**config.mk**
```make
export PLATFORM = sky130hd
export DESIGN_NAME = c_subset_lexer_core
export DESIGN_NICKNAME = d
export VERILOG_FILES = /design/src/hdl/clex_pkg.sv /design/src/hdl/clex_scan.sv /design/src/hdl/clex_resq.sv /design/src/hdl/c_subset_lexer_core.sv
export SDC_FILE = /design/constraint.sdc
export NUM_CORES = 1
export LEC_CHECK = 0
export BUFFER_PORTS_ARGS = -buffer_cell sky130_fd_sc_hd__buf_2
export CAP_MARGIN = 20
export CORE_ASPECT_RATIO = 0.8
export CORE_MARGIN = 2
export CORE_UTILIZATION = 56
export CTS_CLUSTER_DIAMETER = 80
export CTS_CLUSTER_SIZE = 8
export DETAILED_ROUTE_END_ITERATION = 16
export PLACE_DENSITY = 0.74
export SLEW_MARGIN = 0
export SYNTH_ARGS = -nofsm -noshare
export SYNTH_HDL_FRONTEND = slang
export SYNTH_SLANG_ARGS = --single-unit
```
**constraint.sdc**
```tcl
create_clock -name clk -period 7.6 [get_ports clk]
set_clock_uncertainty 0.1 [all_clocks]
set_input_delay 0.76 -clock clk [delete_from_list [all_inputs] [get_ports clk]]
set_output_delay 0.76 -clock clk [all_outputs]
set_load 0.02 [all_outputs]
```
**src/hdl/clex_pkg.sv**
```systemverilog
`timescale 1ns / 1ps
// Shared types, token codes and byte classification for the C subset lexer.
package clex_pkg;

	// Default width of the literal accumulator
	localparam int VALUE_WIDTH_DEF = 32;

	// Result field widths
	localparam int KIND_W  = 5;
	localparam int VALUE_W = 32;
	localparam int LINE_W  = 32;

	// Depth of the result queue
	localparam int RES_DEPTH = 4;

	// Token kinds
	localparam logic [KIND_W-1:0] K_EOF     = 5'd0;
	localparam logic [KIND_W-1:0] K_NUM     = 5'd1;
	localparam logic [KIND_W-1:0] K_ID      = 5'd2;
	localparam logic [KIND_W-1:0] K_INT     = 5'd3;
	localparam logic [KIND_W-1:0] K_RET     = 5'd4;
	localparam logic [KIND_W-1:0] K_LPAREN  = 5'd5;
	localparam logic [KIND_W-1:0] K_RPAREN  = 5'd6;
	localparam logic [KIND_W-1:0] K_LBRACE  = 5'd7;
	localparam logic [KIND_W-1:0] K_RBRACE  = 5'd8;
	localparam logic [KIND_W-1:0] K_SEMI    = 5'd9;
	localparam logic [KIND_W-1:0] K_PLUS    = 5'd10;
	localparam logic [KIND_W-1:0] K_MINUS   = 5'd11;
	localparam logic [KIND_W-1:0] K_STAR    = 5'd12;
	localparam logic [KIND_W-1:0] K_SLASH   = 5'd13;
	localparam logic [KIND_W-1:0] K_PERCENT = 5'd14;
	localparam logic [KIND_W-1:0] K_ASSIGN  = 5'd15;
	localparam logic [KIND_W-1:0] K_COMMA   = 5'd16;
	localparam logic [KIND_W-1:0] K_INVALID = 5'd17;
	localparam logic [KIND_W-1:0] K_BADHEX  = 5'd18;

	// One result token
	typedef struct packed {
		logic [KIND_W-1:0]  kind;
		logic [VALUE_W-1:0] value;
		logic               overflow;
		logic [LINE_W-1:0]  line;
		logic               last;
	} tok_t;

	// Tokens produced by one byte, packed from slot 0
	typedef struct packed {
		logic [1:0] n;
		tok_t       t0;
		tok_t       t1;
	} lex_res_t;

	function automatic logic is_digit(input logic [7:0] c);
		return (c >= "0") && (c <= "9");
	endfunction

	function automatic logic is_oct(input logic [7:0] c);
		return (c >= "0") && (c <= "7");
	endfunction

	function automatic logic is_alpha_us(input logic [7:0] c);
		return ((c >= "a") && (c <= "z")) || ((c >= "A") && (c <= "Z")) || (c == "_");
	endfunction

	function automatic logic is_hex(input logic [7:0] c);
		return is_digit(c) || ((c >= "a") && (c <= "f")) || ((c >= "A") && (c <= "F"));
	endfunction

	// Digit value of a hex character; letters share the low nibble pattern
	function automatic logic [3:0] hex_val(input logic [7:0] c);
		logic [3:0] r;
		if (is_digit(c)) begin
			r = c[3:0];
		end else begin
			r = 4'(c[3:0] + 4'd9);
		end
		return r;
	endfunction

	// Map a punctuator byte to its kind, anything else is invalid
	function automatic logic [KIND_W-1:0] punct_kind(input logic [7:0] c);
		logic [KIND_W-1:0] k;
		unique case (c)
			"(":     k = K_LPAREN;
			")":     k = K_RPAREN;
			"{":     k = K_LBRACE;
			"}":     k = K_RBRACE;
			";":     k = K_SEMI;
			"+":     k = K_PLUS;
			"-":     k = K_MINUS;
			"*":     k = K_STAR;
			"/":     k = K_SLASH;
			"%":     k = K_PERCENT;
			"=":     k = K_ASSIGN;
			",":     k = K_COMMA;
			default: k = K_INVALID;
		endcase
		return k;
	endfunction

	function automatic logic [7:0] int_char(input logic [2:0] n);
		logic [7:0] r;
		unique case (n)
			3'd0:    r = "i";
			3'd1:    r = "n";
			3'd2:    r = "t";
			default: r = 8'd0;
		endcase
		return r;
	endfunction

	function automatic logic [7:0] ret_char(input logic [2:0] n);
		logic [7:0] r;
		unique case (n)
			3'd0:    r = "r";
			3'd1:    r = "e";
			3'd2:    r = "t";
			3'd3:    r = "u";
			3'd4:    r = "r";
			3'd5:    r = "n";
			default: r = 8'd0;
		endcase
		return r;
	endfunction

	// Drop keyword candidates that the next identifier character rules out
	function automatic logic [1:0] kw_push(input logic [1:0] kw, input logic [2:0] n,
		input logic [7:0] c);
		logic [1:0] r;
		r = kw;
		if ((n >= 3'd3) || (int_char(n) != c)) begin
			r[0] = 1'b0;
		end
		if ((n >= 3'd6) || (ret_char(n) != c)) begin
			r[1] = 1'b0;
		end
		return r;
	endfunction

endpackage

```
**src/hdl/clex_scan.sv**
```systemverilog
`timescale 1ns / 1ps
// Lexer state registers and per-byte token logic.
module clex_scan #(
	parameter int VALUE_WIDTH = clex_pkg::VALUE_WIDTH_DEF
) (
	input  logic                clk,
	input  logic                arst_n,
	input  logic                advance,
	input  logic [7:0]          ch,
	input  logic                at_end,
	output clex_pkg::lex_res_t  res
);
	import clex_pkg::*;

	// Scan modes
	localparam logic [2:0] M_IDLE   = 3'd0;
	localparam logic [2:0] M_ZERO   = 3'd1;
	localparam logic [2:0] M_OCT    = 3'd2;
	localparam logic [2:0] M_DEC    = 3'd3;
	localparam logic [2:0] M_HEXPRE = 3'd4;
	localparam logic [2:0] M_HEX    = 3'd5;
	localparam logic [2:0] M_IDENT  = 3'd6;

	localparam int SUM_W = VALUE_WIDTH + 4;

	logic [2:0]             mode_q, mode_n;
	logic [VALUE_WIDTH-1:0] accum_q, accum_n;
	logic                   ovf_q, ovf_n;
	logic [1:0]             kw_q, kw_n;
	logic [2:0]             ilen_q, ilen_n;
	logic [LINE_W-1:0]      line_q, line_n, line_inc;
	logic                   cr_q, cr_n;

	logic [SUM_W-1:0]       acc_ext, acc_mul, acc_sum;
	logic [3:0]             acc_dig;
	logic [VALUE_WIDTH-1:0] acc_val;
	logic                   acc_ovf;

	tok_t                   tok_a, tok_b;
	logic                   a_v, b_v;
	logic [KIND_W-1:0]      b_kind, fl_kind;
	logic [VALUE_W-1:0]     b_val;
	logic                   ext;

	// Multiply-add of the literal: base picked by mode, saturate on carry-out
	assign acc_ext = SUM_W'(accum_q);
	assign acc_dig = ((mode_q == M_HEXPRE) || (mode_q == M_HEX)) ? hex_val(ch) : ch[3:0];
	always_comb begin
		if (mode_q == M_DEC) begin
			acc_mul = (acc_ext << 3) + (acc_ext << 1);
		end else if ((mode_q == M_HEXPRE) || (mode_q == M_HEX)) begin
			acc_mul = acc_ext << 4;
		end else begin
			acc_mul = acc_ext << 3;
		end
	end
	assign acc_sum = acc_mul + SUM_W'(acc_dig);
	assign acc_ovf = ovf_q || (|acc_sum[SUM_W-1:VALUE_WIDTH]);
	assign acc_val = acc_ovf ? {VALUE_WIDTH{1'b1}} : acc_sum[VALUE_WIDTH-1:0];

	// Saturating line increment
	assign line_inc = (line_q == {LINE_W{1'b1}}) ? line_q : line_q + LINE_W'(1);

	// Kind of the pending token when it is closed
	always_comb begin
		unique case (mode_q) inside
			M_ZERO, M_OCT, M_DEC, M_HEX: fl_kind = K_NUM;
			M_HEXPRE:                    fl_kind = K_BADHEX;
			M_IDENT: begin
				if (kw_q[0] && (ilen_q == 3'd3)) begin
					fl_kind = K_INT;
				end else if (kw_q[1] && (ilen_q == 3'd6)) begin
					fl_kind = K_RET;
				end else begin
					fl_kind = K_ID;
				end
			end
			default:                     fl_kind = K_EOF;
		endcase
	end

	assign tok_a.kind     = fl_kind;
	assign tok_a.value    = (fl_kind == K_NUM) ? VALUE_W'(accum_q) : '0;
	assign tok_a.overflow = (fl_kind == K_NUM) ? ovf_q : 1'b0;
	assign tok_a.line     = line_q;
	assign tok_a.last     = !b_v;

	assign tok_b.kind     = b_kind;
	assign tok_b.value    = b_val;
	assign tok_b.overflow = 1'b0;
	assign tok_b.line     = line_q;
	assign tok_b.last     = 1'b1;

	// Extend the pending token, or close it and handle the byte from idle
	always_comb begin
		mode_n  = mode_q;
		accum_n = accum_q;
		ovf_n   = ovf_q;
		kw_n    = kw_q;
		ilen_n  = ilen_q;
		line_n  = line_q;
		cr_n    = cr_q;
		a_v     = 1'b0;
		b_v     = 1'b0;
		b_kind  = K_EOF;
		b_val   = '0;
		ext     = 1'b0;
		if (at_end) begin
			a_v     = (mode_q != M_IDLE);
			b_v     = 1'b1;
			mode_n  = M_IDLE;
			accum_n = '0;
			ovf_n   = 1'b0;
			kw_n    = 2'b11;
			ilen_n  = 3'd0;
			line_n  = LINE_W'(1);
			cr_n    = 1'b0;
		end else begin
			unique case (mode_q) inside
				M_ZERO: begin
					if ((ch == "x") || (ch == "X")) begin
						ext    = 1'b1;
						mode_n = M_HEXPRE;
					end else if (is_oct(ch)) begin
						ext     = 1'b1;
						mode_n  = M_OCT;
						accum_n = acc_val;
						ovf_n   = acc_ovf;
					end
				end
				M_OCT: begin
					if (is_oct(ch)) begin
						ext     = 1'b1;
						accum_n = acc_val;
						ovf_n   = acc_ovf;
					end
				end
				M_DEC: begin
					if (is_digit(ch)) begin
						ext     = 1'b1;
						accum_n = acc_val;
						ovf_n   = acc_ovf;
					end
				end
				M_HEXPRE, M_HEX: begin
					if (is_hex(ch)) begin
						ext     = 1'b1;
						mode_n  = M_HEX;
						accum_n = acc_val;
						ovf_n   = acc_ovf;
					end
				end
				M_IDENT: begin
					if (is_alpha_us(ch) || is_digit(ch)) begin
						ext    = 1'b1;
						kw_n   = kw_push(kw_q, ilen_q, ch);
						ilen_n = (ilen_q == 3'd7) ? ilen_q : ilen_q + 3'd1;
					end
				end
				default: begin
				end
			endcase
			if (ext) begin
				cr_n = 1'b0;
			end else begin
				a_v     = (mode_q != M_IDLE);
				mode_n  = M_IDLE;
				accum_n = '0;
				ovf_n   = 1'b0;
				kw_n    = 2'b11;
				ilen_n  = 3'd0;
				cr_n    = 1'b0;
				if ((ch == " ") || (ch == 8'h09)) begin
					// blank: nothing to do
				end else if (ch == 8'h0D) begin
					line_n = line_inc;
					cr_n   = 1'b1;
				end else if (ch == 8'h0A) begin
					if (!cr_q) begin
						line_n = line_inc;
					end
				end else if (ch == "0") begin
					mode_n = M_ZERO;
				end else if (is_digit(ch)) begin
					mode_n  = M_DEC;
					accum_n = VALUE_WIDTH'(ch[3:0]);
				end else if (is_alpha_us(ch)) begin
					mode_n = M_IDENT;
					kw_n   = kw_push(2'b11, 3'd0, ch);
					ilen_n = 3'd1;
				end else begin
					b_v    = 1'b1;
					b_kind = punct_kind(ch);
					b_val  = (b_kind == K_INVALID) ? VALUE_W'(ch) : '0;
				end
			end
		end
	end

	// Pack the tokens from slot 0
	always_comb begin
		res.n  = 2'(a_v) + 2'(b_v);
		res.t0 = a_v ? tok_a : tok_b;
		res.t1 = tok_b;
	end

	// Advance the lexer state on each processed byte
	always_ff @(posedge clk or negedge arst_n) begin
		if (!arst_n) begin
			mode_q  <= M_IDLE;
			accum_q <= '0;
			ovf_q   <= 1'b0;
			kw_q    <= 2'b11;
			ilen_q  <= 3'd0;
			line_q  <= LINE_W'(1);
			cr_q    <= 1'b0;
		end else if (advance) begin
			mode_q  <= mode_n;
			accum_q <= accum_n;
			ovf_q   <= ovf_n;
			kw_q    <= kw_n;
			ilen_q  <= ilen_n;
			line_q  <= line_n;
			cr_q    <= cr_n;
		end
	end

endmodule

```
**src/hdl/clex_resq.sv**
```systemverilog
`timescale 1ns / 1ps
// Small result queue: takes up to two tokens a cycle, hands out one.
module clex_resq (
	input  logic                                          clk,
	input  logic                                          arst_n,
	input  clex_pkg::lex_res_t                            push,
	input  logic                                          pop,
	output clex_pkg::tok_t                                head,
	output logic [$clog2(clex_pkg::RES_DEPTH + 1)-1:0]    level
);
	import clex_pkg::*;

	localparam int PTR_W = $clog2(RES_DEPTH);
	localparam int CNT_W = $clog2(RES_DEPTH + 1);

	tok_t             mem_q [RES_DEPTH];
	logic [PTR_W-1:0] wr_q, rd_q, wr_p1;
	logic [CNT_W-1:0] level_q;

	assign wr_p1 = wr_q + PTR_W'(1);
	assign head  = mem_q[rd_q];
	assign level = level_q;

	// Store incoming tokens
	always_ff @(posedge clk) begin
		if (push.n != 2'd0) begin
			mem_q[wr_q] <= push.t0;
		end
		if (push.n == 2'd2) begin
			mem_q[wr_p1] <= push.t1;
		end
	end

	// Advance pointers and fill level
	always_ff @(posedge clk or negedge arst_n) begin
		if (!arst_n) begin
			wr_q    <= '0;
			rd_q    <= '0;
			level_q <= '0;
		end else begin
			wr_q    <= wr_q + PTR_W'(push.n);
			rd_q    <= rd_q + PTR_W'(pop);
			level_q <= level_q + CNT_W'(push.n) - CNT_W'(pop);
		end
	end

endmodule

```
**src/hdl/c_subset_lexer_core.sv**
```systemverilog
`timescale 1ns / 1ps
// Top level of the C subset lexer: input register, lexer logic, result queue.
//
//  channel | direction | word contents
//  s_*     | in        | tdata[7:0] ch ; tlast at_end
//  m_*     | out       | tuser[4:0] kind ; tdata value, overflow, line ; tlast last token of a byte
//
// One source byte enters per cycle while s_tready is high and is held in the input register,
// where the lexer logic closes and opens tokens. Its tokens land in a
// four-word result queue when the byte is processed, so the first token shows
// from the queue registers that follow the input register.
// A byte that yields two tokens hands them out as two words. s_tready drops while
// a byte waits in the input register and the queue holds more than two words.
// Reset clears the lexer to idle, line 1.
module c_subset_lexer_core #(
	parameter int VALUE_WIDTH = clex_pkg::VALUE_WIDTH_DEF
) (
	input  logic        clk,
	input  logic        arst_n,
	input  logic        s_tvalid,
	output logic        s_tready,
	input  logic [7:0]  s_tdata,   // [7:0] ch
	input  logic        s_tlast,
	output logic        m_tvalid,
	input  logic        m_tready,
	output logic [71:0] m_tdata,   // [31:0] value, [32] overflow, [64:33] line
	output logic [4:0]  m_tuser,   // [4:0] kind
	output logic        m_tlast
);
	import clex_pkg::*;

	localparam int CNT_W = $clog2(RES_DEPTH + 1);

	logic             valid_s1;
	logic [7:0]       ch_s1;
	logic             at_end_s1;
	logic             room, process, pop;
	logic [CNT_W-1:0] level;
	lex_res_t         res, push;
	tok_t             head;

	assign room     = (level <= CNT_W'(RES_DEPTH - 2));
	assign process  = valid_s1 && room;
	assign s_tready = !valid_s1 || process;
	assign pop      = m_tvalid && m_tready;

	// Hold the accepted byte for the lexer
	always_ff @(posedge clk or negedge arst_n) begin
		if (!arst_n) begin
			valid_s1 <= 1'b0;
		end else if (s_tready) begin
			valid_s1 <= s_tvalid;
		end
	end

	always_ff @(posedge clk) begin
		if (s_tvalid && s_tready) begin
			ch_s1     <= s_tdata;
			at_end_s1 <= s_tlast;
		end
	end

	clex_scan #(
		.VALUE_WIDTH(VALUE_WIDTH)
	) u_scan (
		.clk    (clk),
		.arst_n (arst_n),
		.advance(process),
		.ch     (ch_s1),
		.at_end (at_end_s1),
		.res    (res)
	);

	// Drop the tokens unless the byte is processed this cycle
	always_comb begin
		push   = res;
		if (!process) begin
			push.n = 2'd0;
		end
	end

	clex_resq u_resq (
		.clk   (clk),
		.arst_n(arst_n),
		.push  (push),
		.pop   (pop),
		.head  (head),
		.level (level)
	);

	assign m_tvalid = (level != '0);
	assign m_tdata  = {7'b0000000, head.line, head.overflow, head.value};
	assign m_tuser  = head.kind;
	assign m_tlast  = head.last;

`ifndef ASSERT_OFF
	a_level_bound: assert property (@(posedge clk) disable iff (!arst_n)
		level <= CNT_W'(RES_DEPTH))
		else $error("result queue overfilled");

	a_eof_last: assert property (@(posedge clk) disable iff (!arst_n)
		(m_tvalid && (m_tuser == K_EOF)) |-> m_tlast)
		else $error("eof token not marked last");

	a_line_nonzero: assert property (@(posedge clk) disable iff (!arst_n)
		m_tvalid |-> (m_tdata[64:33] != '0))
		else $error("token carries line zero");

	a_stall_holds: assert property (@(posedge clk) disable iff (!arst_n)
		(valid_s1 && !room) |=> valid_s1)
		else $error("stalled byte lost");
`endif

endmodule

```
* Word level (Yosys, flattened, before mapping)
Memories as Yosys holds them, arrays and structs flattened.
Index checks and enable logic that the tools add are counted.
** Word-level totals
- Bits in registers :: 91
- Bits in writable memories :: 284
- Input port bits :: 13
- Output and inout bits :: 80
- Memories :: 1
** Memories
- u_resq.mem_q :: words 4, width 71, rd ports 1, clocked after Yosys merged registers in 0, write ports 2, RTL line clex_resq.sv:16 : tok_t mem_q [RES_DEPTH];
** Operators by class
- Add/subtract/negate cells :: 11
- Order comparisons :: 12
- Equal/unequal tests :: 55
- Multiplexer cells :: 150
- Reduce and logical (&&, ||, !) cells :: 40
** Operator list (count)
- $mux W32 :: 27
- $mux W8 :: 23
- $pmux W32 S4 :: 1
- $eq A8 B6 Y1 const B :: 12
- $mux W5 :: 16
- $mux W36 :: 2
- $mux W71 :: 1
- $mux W3 :: 23
- $pmux W5 S12 :: 1
- $eq A8 B7 Y1 const B :: 5
- $add A35 B33 Y36 :: 1
- $add A36 B4 Y36 :: 1
- $mux W1 :: 36
- $pmux W7 S5 :: 1
- $add A32 B1 Y32 const B :: 1
- $eq A32 B32 Y1 const B :: 1
- $le A8 B7 Y1 const B :: 4
- $ne A8 B8 Y1 :: 4
- $eq A8 B4 Y1 const B :: 3
- $mux W2 :: 11
- $eq A3 B3 Y1 const B :: 7
- $pmux W7 S3 :: 1
- $ge A8 B7 Y1 const B :: 2
- $le A8 B6 Y1 const B :: 2
- other kinds (39) :: 82

* Longest topological paths before layout
Gate-level depths: netlist of run 1.
- Word-level depth :: 23
- Gate-level depth with buffers :: 22
- Depth with buffers taken out :: 20

* Cells and area by module
Synthesis of run 1 repeated with hierarchy kept, for this count alone.
** Unflattened totals
- Cell total of the unflattened synthesis :: 1976
- Area total of the unflattened synthesis :: 23457.5 sq um
** Modules (own cells, without submodules)
- clex_resq :: times used 1, cells each 724, area an instance 14071.0 sq um
- clex_scan :: times used 1, cells each 1224, area an instance 8951.1 sq um
- c_subset_lexer_core :: times used 1, cells each 28, area an instance 435.4 sq um

* Worst setup path before layout of run 1
No wires, ideal clock.
- Path kind :: register to register
- Start :: register ch_s1[1]
- End :: memory u_resq.mem_q[1][10] in the netlist's numbering, enable pin
- Arrival :: 5257 ps
- Data required time :: 7076 ps
- Setup slack :: 1819 ps
- Stages on the path, launching flop included :: 18
- Path buffers :: 3
- Clock period less this slack :: 5781 ps
- Path through :: edfxtp_1 > clkbuf_1 > inv_1 > ha_1 > nor4b_1 > a21boi_0 > o21ai_0 > a311oi_1 > o21ai_0 > a21o_1 > o21ai_0 > inv_1 > ha_1 > clkbuf_1 > nor4_1 > nor2_1 > inv_1 > clkbuf_1
** RTL lines
- start: declaration :: RTL line c_subset_lexer_core.sv:35 : logic [7:0] ch_s1;
- start signal: assignment :: RTL line c_subset_lexer_core.sv:58 : ch_s1 <= s_tdata;
- end: declaration :: RTL line clex_resq.sv:16

==> results.py, run 1 <==
metrics = {
    "run_status": {
        "status": "completed",
    },
    "timing": {
        "relSlewSlack_pct": 22.5,
        "fin_crit_ps": 6970,
        "timing.final.crit_share_pct": 91.7,
        "whs_ps": 65.5,
        "max_freq_mhz": 143,
        "setup_viol": 0,
        "rsz0062_at_grt": "false",
        "fin_tns_setup_ps": 0,
        "tightest_slew_ps": 1160,
        "hold_viol": 0,
        "drv_slew": 0,
    },
    "floorplanning": {
        "die_area_um2": 38700,
        "die_height_um": 176,
        "dieWidth_um": 220,
        "rows": 63,
        "core_um2": 36800,
        "start_util_pct": 56.5,
        "io_pins": 93,
    },
    "worst_setup_path": {
        "cpMostUsedCell": "o21ai_0",
        "cp_data_required_time_ps": 7730,
        "critPathLaunchType": "flip-flop",
        "crit_chain": "inv_1 > ha_1 > nor4b_1 > a21boi_0 > o21ai_0 > a311oi_1 > o21ai_0 > a21o_1 > o21ai_0 > inv_1 > ha_1 > o21ai_1 > nor2_1 > nor2_2 > inv_2 > buf_4",
        "cp_max_fo": 57,
        "critical_path_arrival_ps": 7100,
        "cp-end-kind": "flip-flop",
        "slowest_stage": "inv_2",
        "worstSetupPathType": "reg2reg",
        "max_stage_delay_ps": 790,
        "r2r_slack_ps": 630,
    },
    "synthesis": {
        "syn_inst": 1936,
        "synth-compound-area-share_pct": 17.8,
        "synth_warnings": 0,
        "seq_area_frac_synth_pct": 47.2,
        "synth_adder_area_share_pct": 3.35,
        "synthMuxAreaShare_pct": 8.78,
        "synth-edff-count": 189,
        "yosys.area_share.simple_pct": 16.1,
        "synth_seq_cells": 375,
        "async_flop_share_pct": 21.9,
        "syn_area_um2": 20800,
        "synth_flop_cell": "edfxtp_1",
        "synth-xor-area-share_pct": 3.28,
        "synth_top_family_by_area": "compound AO/OA/AOI/OAI gates",
        "synth_cell_types": 94,
        "avgSynthCellArea_um2": 10.7,
    },
    "detailed_routing": {
        "finalWirelength_um": 55100,
        "wl_per_cell_um": 22.1,
        "num_vias": 16100,
        "top_layer": "met4",
        "drtPass1Iterations": 6,
        "route.met2.wl_um": 24300,
        "drt_iter0_drc": 1682,
        "wl_met3_um": 4790,
        "drc": 0,
        "vias_per_cell": 6.45,
        "ant_nets": 0,
        "wl_met1_um": 24800,
    },
    "power_and_ir_drop": {
        "peakVddDrop_mv": 0.232,
        "p_per_area_nw_per_um2": 397,
        "p_leak_nw": 8.66,
    },
    "cts": {
        "post_cts_resized": 0,
        "cts_inserted_buffers": 52,
        "cts_tree": "done",
        "hold_buffers": 0,
        "clk_path_buf_depth": 3,
        "path_clk_slew_ps": 50,
        "cts_sinks": 375,
        "cts_setup_buffers": 0,
        "clk-insertion-delay-late_ps": 590,
        "root_buffer": "clkbuf_16",
        "cts_htree_levels": 2,
    },
    "global_route": {
        "track_usage_pct": 28.7,
        "grt_pass1_wl_um": 86800,
        "grt_max_degree": 73,
        "grt_pass1_vias": 15200,
        "gr-total-overflow": 0,
        "grt_antenna_before_repair": 0,
    },
    "placed_design": {
        "place.gp.congestion": 0.953,
        "dpl.hpwl_um": 37200,
        "portBuffers": 85,
    },
    "job": {
        "maxCapViolations": 0,
    },
    "finish": {
        "fin_nets": 2033,
        "mostFrequentLayoutCell": "edfxtp_1",
        "diodes": 0,
        "drive_gt1_share_pct": 15.5,
        "final_cell_mix": "189 x edfxtp_1, 157 x nand2_1, 137 x a22o_1",
        "num-fill-cells": 2855,
        "areaGrowthSynthToFinish_pct": 10.5,
    },
    "worst_hold_path": {
        "hold_class": "in2async",
    },
}
[worst paths after layout]
path / cells past startpoint / startpoint / end
max in group asynchronous: 2 / arst_n / u_resq.rd_q[1]
hold / removal: 1 / arst_n / u_scan.line_q[27]
min in group clk: 1 / s_tdata[7] / ch_s1[7]
setup reg to reg: 16 / ch_s1[1] / u_resq.mem_q[3][70]
setup / recovery: 16 / ch_s1[1] / u_resq.mem_q[3][70]
hold reg to reg: 1 / u_resq.mem_q[1][0] / u_resq.mem_q[1][0]
[cell type report]
class,count,area [µm²],share of cell area [%]
well taps,487,609,2.65
repair buffers,110,641,2.78
inverters,32,120,0.522
flip-flops and latches,375,9820,42.7
clock inverters,3,68.8,0.299
clock buffers,90,1440,6.28
multi-input cells,1395,10300,44.8
[flip-flops by register name, indices dropped and copies added (netlist names)]
register,cells
u_resq.mem_q,284
u_scan.accum_q,32
u_scan.line_q,32
ch_s1,8
u_resq.level,3
u_scan.ilen_q,3
u_scan.mode_q,3
u_resq.rd_q,2
u_resq.wr_q,2
u_scan.kw_q,2
at_end_s1,1
u_scan.cr_q,1
u_scan.ovf_q,1
valid_s1,1
[layer usage]
metal | global-route usage (%) | vias to the layer above
li1 | - | 7347
met1 | 43.4 | 7921
met2 | 42.3 | 708
met3 | 5.34 | 86
met4 | 7.66 | 0
met5 | 0 | -
[cells by family (layout without fill, tap and decap cells)]
logic type,count (synthesis),count (layout)
muxes,93,93
DFF,375,375
AOI/OAI and AO/OA,518,518
adders and majority gates,54,54
xor gates and xnor gates,78,78
other,1,7
and+or+nand+nor,645,645
buffers and inverters,172,235
[synth_stat cells, types with 16 or more instances]
master	count	area [µm²]
a21oi_1	102	510
a22o_1	137	1200
a22oi_1	16	120
a31oi_1	20	125
and2_1	135	845
clkbuf_1	98	368
dfrtp_1	79	1980
dfxtp_1	104	2080
edfxtp_1	189	5680
ha_1	51	638
inv_1	31	116
mux2i_1	16	160
mux4_2	71	1600
nand2_1	157	589
nand3_1	49	245
nand4_1	28	175
nor2_1	133	499
nor3_1	30	150
o21ai_0	81	405
o21ai_1	24	120
o22ai_1	20	125
or3_1	18	113
xnor2_1	30	263
xor2_1	48	420
[critical path, delay by kind of cell (launching register included)]
family	cells	cell delay (ps)
DFF	1	760
and+or+nand+nor	3	1310
buffers and inverters	4	1580
adders and majority gates	2	680
AOI/OAI and AO/OA	7	2120
[stage by stage]
step | total power [mW] | area (µm²) | utilization, % | cells | setup WS, ps
after floorplan | 5.83 | 20800 | - | 1942 | 1820
after global placement | 6.87 | 21400 | 58.3 | 2396 | 1210
after detailed placement | 6.94 | 21500 | 58.3 | 2397 | 917
after CTS | 9.09 | 23000 | 62.4 | 2490 | 836
after global routing | 9.59 | 23000 | 62.5 | 2492 | 100
final | 9.13 | 23000 | 62.5 | 2492 | 628
[power by group]
part	leakage (nW)	switching (mW)	internal [mW]	total, mW
combinational	4.25	2.34	1.36	3.70
clock	0.713	0.871	1.28	2.15
sequential	3.70	0.611	2.67	3.28
No activity file was read; power rests on OpenSTA's default activity.
==> run 2, diff against run 1 <==
--- a/config.mk
+++ b/config.mk
@@ -14,6 +14,7 @@
 export CTS_CLUSTER_SIZE = 8
 export DETAILED_ROUTE_END_ITERATION = 16
 export PLACE_DENSITY = 0.74
+export REMOVE_ABC_BUFFERS = 1
 export SLEW_MARGIN = 0
 export SYNTH_ARGS = -nofsm -noshare
 export SYNTH_HDL_FRONTEND = slang
==> run 2 against run 1 <==
Against the previous run:
- highest routed layer unchanged
- total power is 0.67% lower
- setup slack gained 470 ps
- hold slack improved by 32 ps
- clock power about the same
==> results.py, run 2 (synthesis gave the netlist of run 1 again) <==
metrics = {
    "run_status": {
        "status": "completed",
    },
    "floorplanning": {
        "die_height_um": 176,
        "core_um2": 36800,
        "die_area_um2": 38700,
        "io_pins": 93,
        "rows": 63,
        "start_util_pct": 56.5,
        "dieWidth_um": 220,
    },
    "global_route": {
        "gr-total-overflow": 0,
        "grt_max_degree": 73,
        "grt_antenna_before_repair": 0,
        "grt_pass1_vias": 15400,
        "grt_pass1_wl_um": 87700,
        "track_usage_pct": 28.6,
    },
    "placed_design": {
        "dpl.hpwl_um": 37600,
        "place.gp.congestion": 0.948,
        "placedCellCount": 2400,
        "portBuffers": 85,
    },
    "power_and_ir_drop": {
        "peakVddDrop_mv": 0.216,
        "clkPwrFrac_pct": 23.4,
        "p_seq_share_pct": 36.0,
        "p_int_mw": 5.31,
        "p_sw_mw": 3.76,
        "sw_frac_of_total_pct": 41.5,
        "fin_total_pwr_mw": 9.07,
        "p_per_area_nw_per_um2": 394,
        "p_comb_share_pct": 40.6,
        "p_leak_nw": 8.67,
    },
    "worst_setup_path": {
        "crit_chain": "inv_1 > ha_1 > nor2_1 > o21ai_0 > nand3_1 > inv_1 > nor2_1 > nand2_1 > xnor2_1 > fa_1 > a21oi_1 > or3_4 > nor3_2 > nand3b_2 > nor4_4 > nand4b_2 > or4b_4 > a211oi_4 > buf_4 > a31oi_2",
        "cp_max_fo": 17,
        "crit_buf_inv": 3,
        "worstSetupPathType": "reg2reg",
        "cp_data_required_time_ps": 7910,
        "max_stage_delay_ps": 760,
        "slowest_stage": "edfxtp_1",
        "critPathLaunchType": "flip-flop",
        "cp-end-kind": "flip-flop",
        "critical_path_arrival_ps": 6810,
        "cp_top_family": "simple AND/OR/NAND/NOR gates",
    },
    "finish": {
        "reg_top3": "u_resq.mem_q x284, u_scan.accum_q x32, u_scan.line_q x32",
        "largest_reg_flops": 284,
        "final_cell_mix": "189 x edfxtp_1, 157 x nand2_1, 137 x a22o_1",
        "areaGrowthSynthToFinish_pct": 10.5,
        "mostFrequentLayoutCell": "edfxtp_1",
        "fin_nets": 2036,
        "drive_gt1_share_pct": 15.5,
        "stdcell_count": 2494,
        "top_register": "u_resq.mem_q",
        "diodes": 0,
    },
    "timing": {
        "rsz0062_at_grt": "false",
        "relSlewSlack_pct": 25.3,
        "max_freq_mhz": 154,
        "timing.final.crit_share_pct": 85.5,
        "setup_viol": 0,
        "tightest_slew_ps": 1120,
        "drv_slew": 0,
        "fin_crit_ps": 6500,
        "fin_tns_setup_ps": 0,
        "hold_viol": 0,
    },
    "detailed_routing": {
        "drtPass1Iterations": 6,
        "vias_per_cell": 6.45,
        "finalWirelength_um": 55100,
        "drc": 0,
        "ant_nets": 0,
        "wl_per_cell_um": 22.1,
        "num_vias": 16100,
        "drt_iter0_drc": 1620,
    },
    "cts": {
        "clk-insertion-delay-late_ps": 590,
        "post_cts_resized": 0,
        "cts_tree": "done",
        "cts_sinks": 375,
        "path_clk_slew_ps": 50,
        "cts_inserted_buffers": 52,
        "cts_htree_levels": 2,
        "hold_buffers": 0,
        "cts_setup_buffers": 0,
        "root_buffer": "clkbuf_16",
        "clk_path_buf_depth": 3,
    },
    "worst_hold_path": {
        "hold_class": "in2async",
    },
    "job": {
        "maxCapViolations": 0,
    },
}
run 2: power groups by stage:
stage                     registers (mW)  clock network [mW]  logic [mW]
after floorplan                     3.09                   0        2.60
after global routing                3.32                2.23        4.00
final                               3.26                2.12        3.68
after CTS                           3.25                2.15        3.65
after global placement              3.25                   0        3.59
after detailed placement            3.28                   0        3.64
run 2: area by class of cell:
type	count	area (µm²)
fillers	2872	13800
clock buffers	90	1440
clock inverters	2	50.0
well taps	487	609
multi-input cells	1395	10300
inverters	32	120
flip-flops and latches	375	9820
repair buffers	113	661
run 2: stage by stage:
stage	instance area (µm²)	hold slack, ps	setup WS [ps]	utilization, %
2_1_floorplan	20200	331	1040	-
6_report	23000	97.7	1100	62.5
5_1_grt	23000	129	580	62.5
3_5_place_dp	21500	356	1210	58.4
4_1_cts	23000	92.3	1150	62.5
3_3_place_gp	21500	343	1360	58.4
run 2: path summary, 6_finish.rpt:
check / startpoint / to / slack [ps] / cells after the start
max in group asynchronous: arst_n / u_resq.rd_q[0] / 6170 / 2
worst max-delay path: ch_s1[0] / u_scan.accum_q[25] / 1100 / 20
worst min-delay path: arst_n / u_scan.line_q[27] / 100 / 1
worst max register to register: ch_s1[0] / u_scan.accum_q[25] / 1100 / 20
min in group clk: s_tdata[6] / ch_s1[6] / 250 / 1
worst min register to register: u_resq.mem_q[3][0] / u_resq.mem_q[3][0] / 360 / 1
run 2: per-layer routing:
layer | up-vias | global-route usage [%] | part of all wire (%) | wire length (µm)
li1 | 7351 | - | - | -
met1 | 7933 | 42.1 | 44 | 24300
met2 | 715 | 45.8 | 47 | 26000
met3 | 75 | 3.14 | 7.1 | 3920
met4 | 0 | 6.73 | 1.8 | 979
met5 | - | 0 | 0 | 0
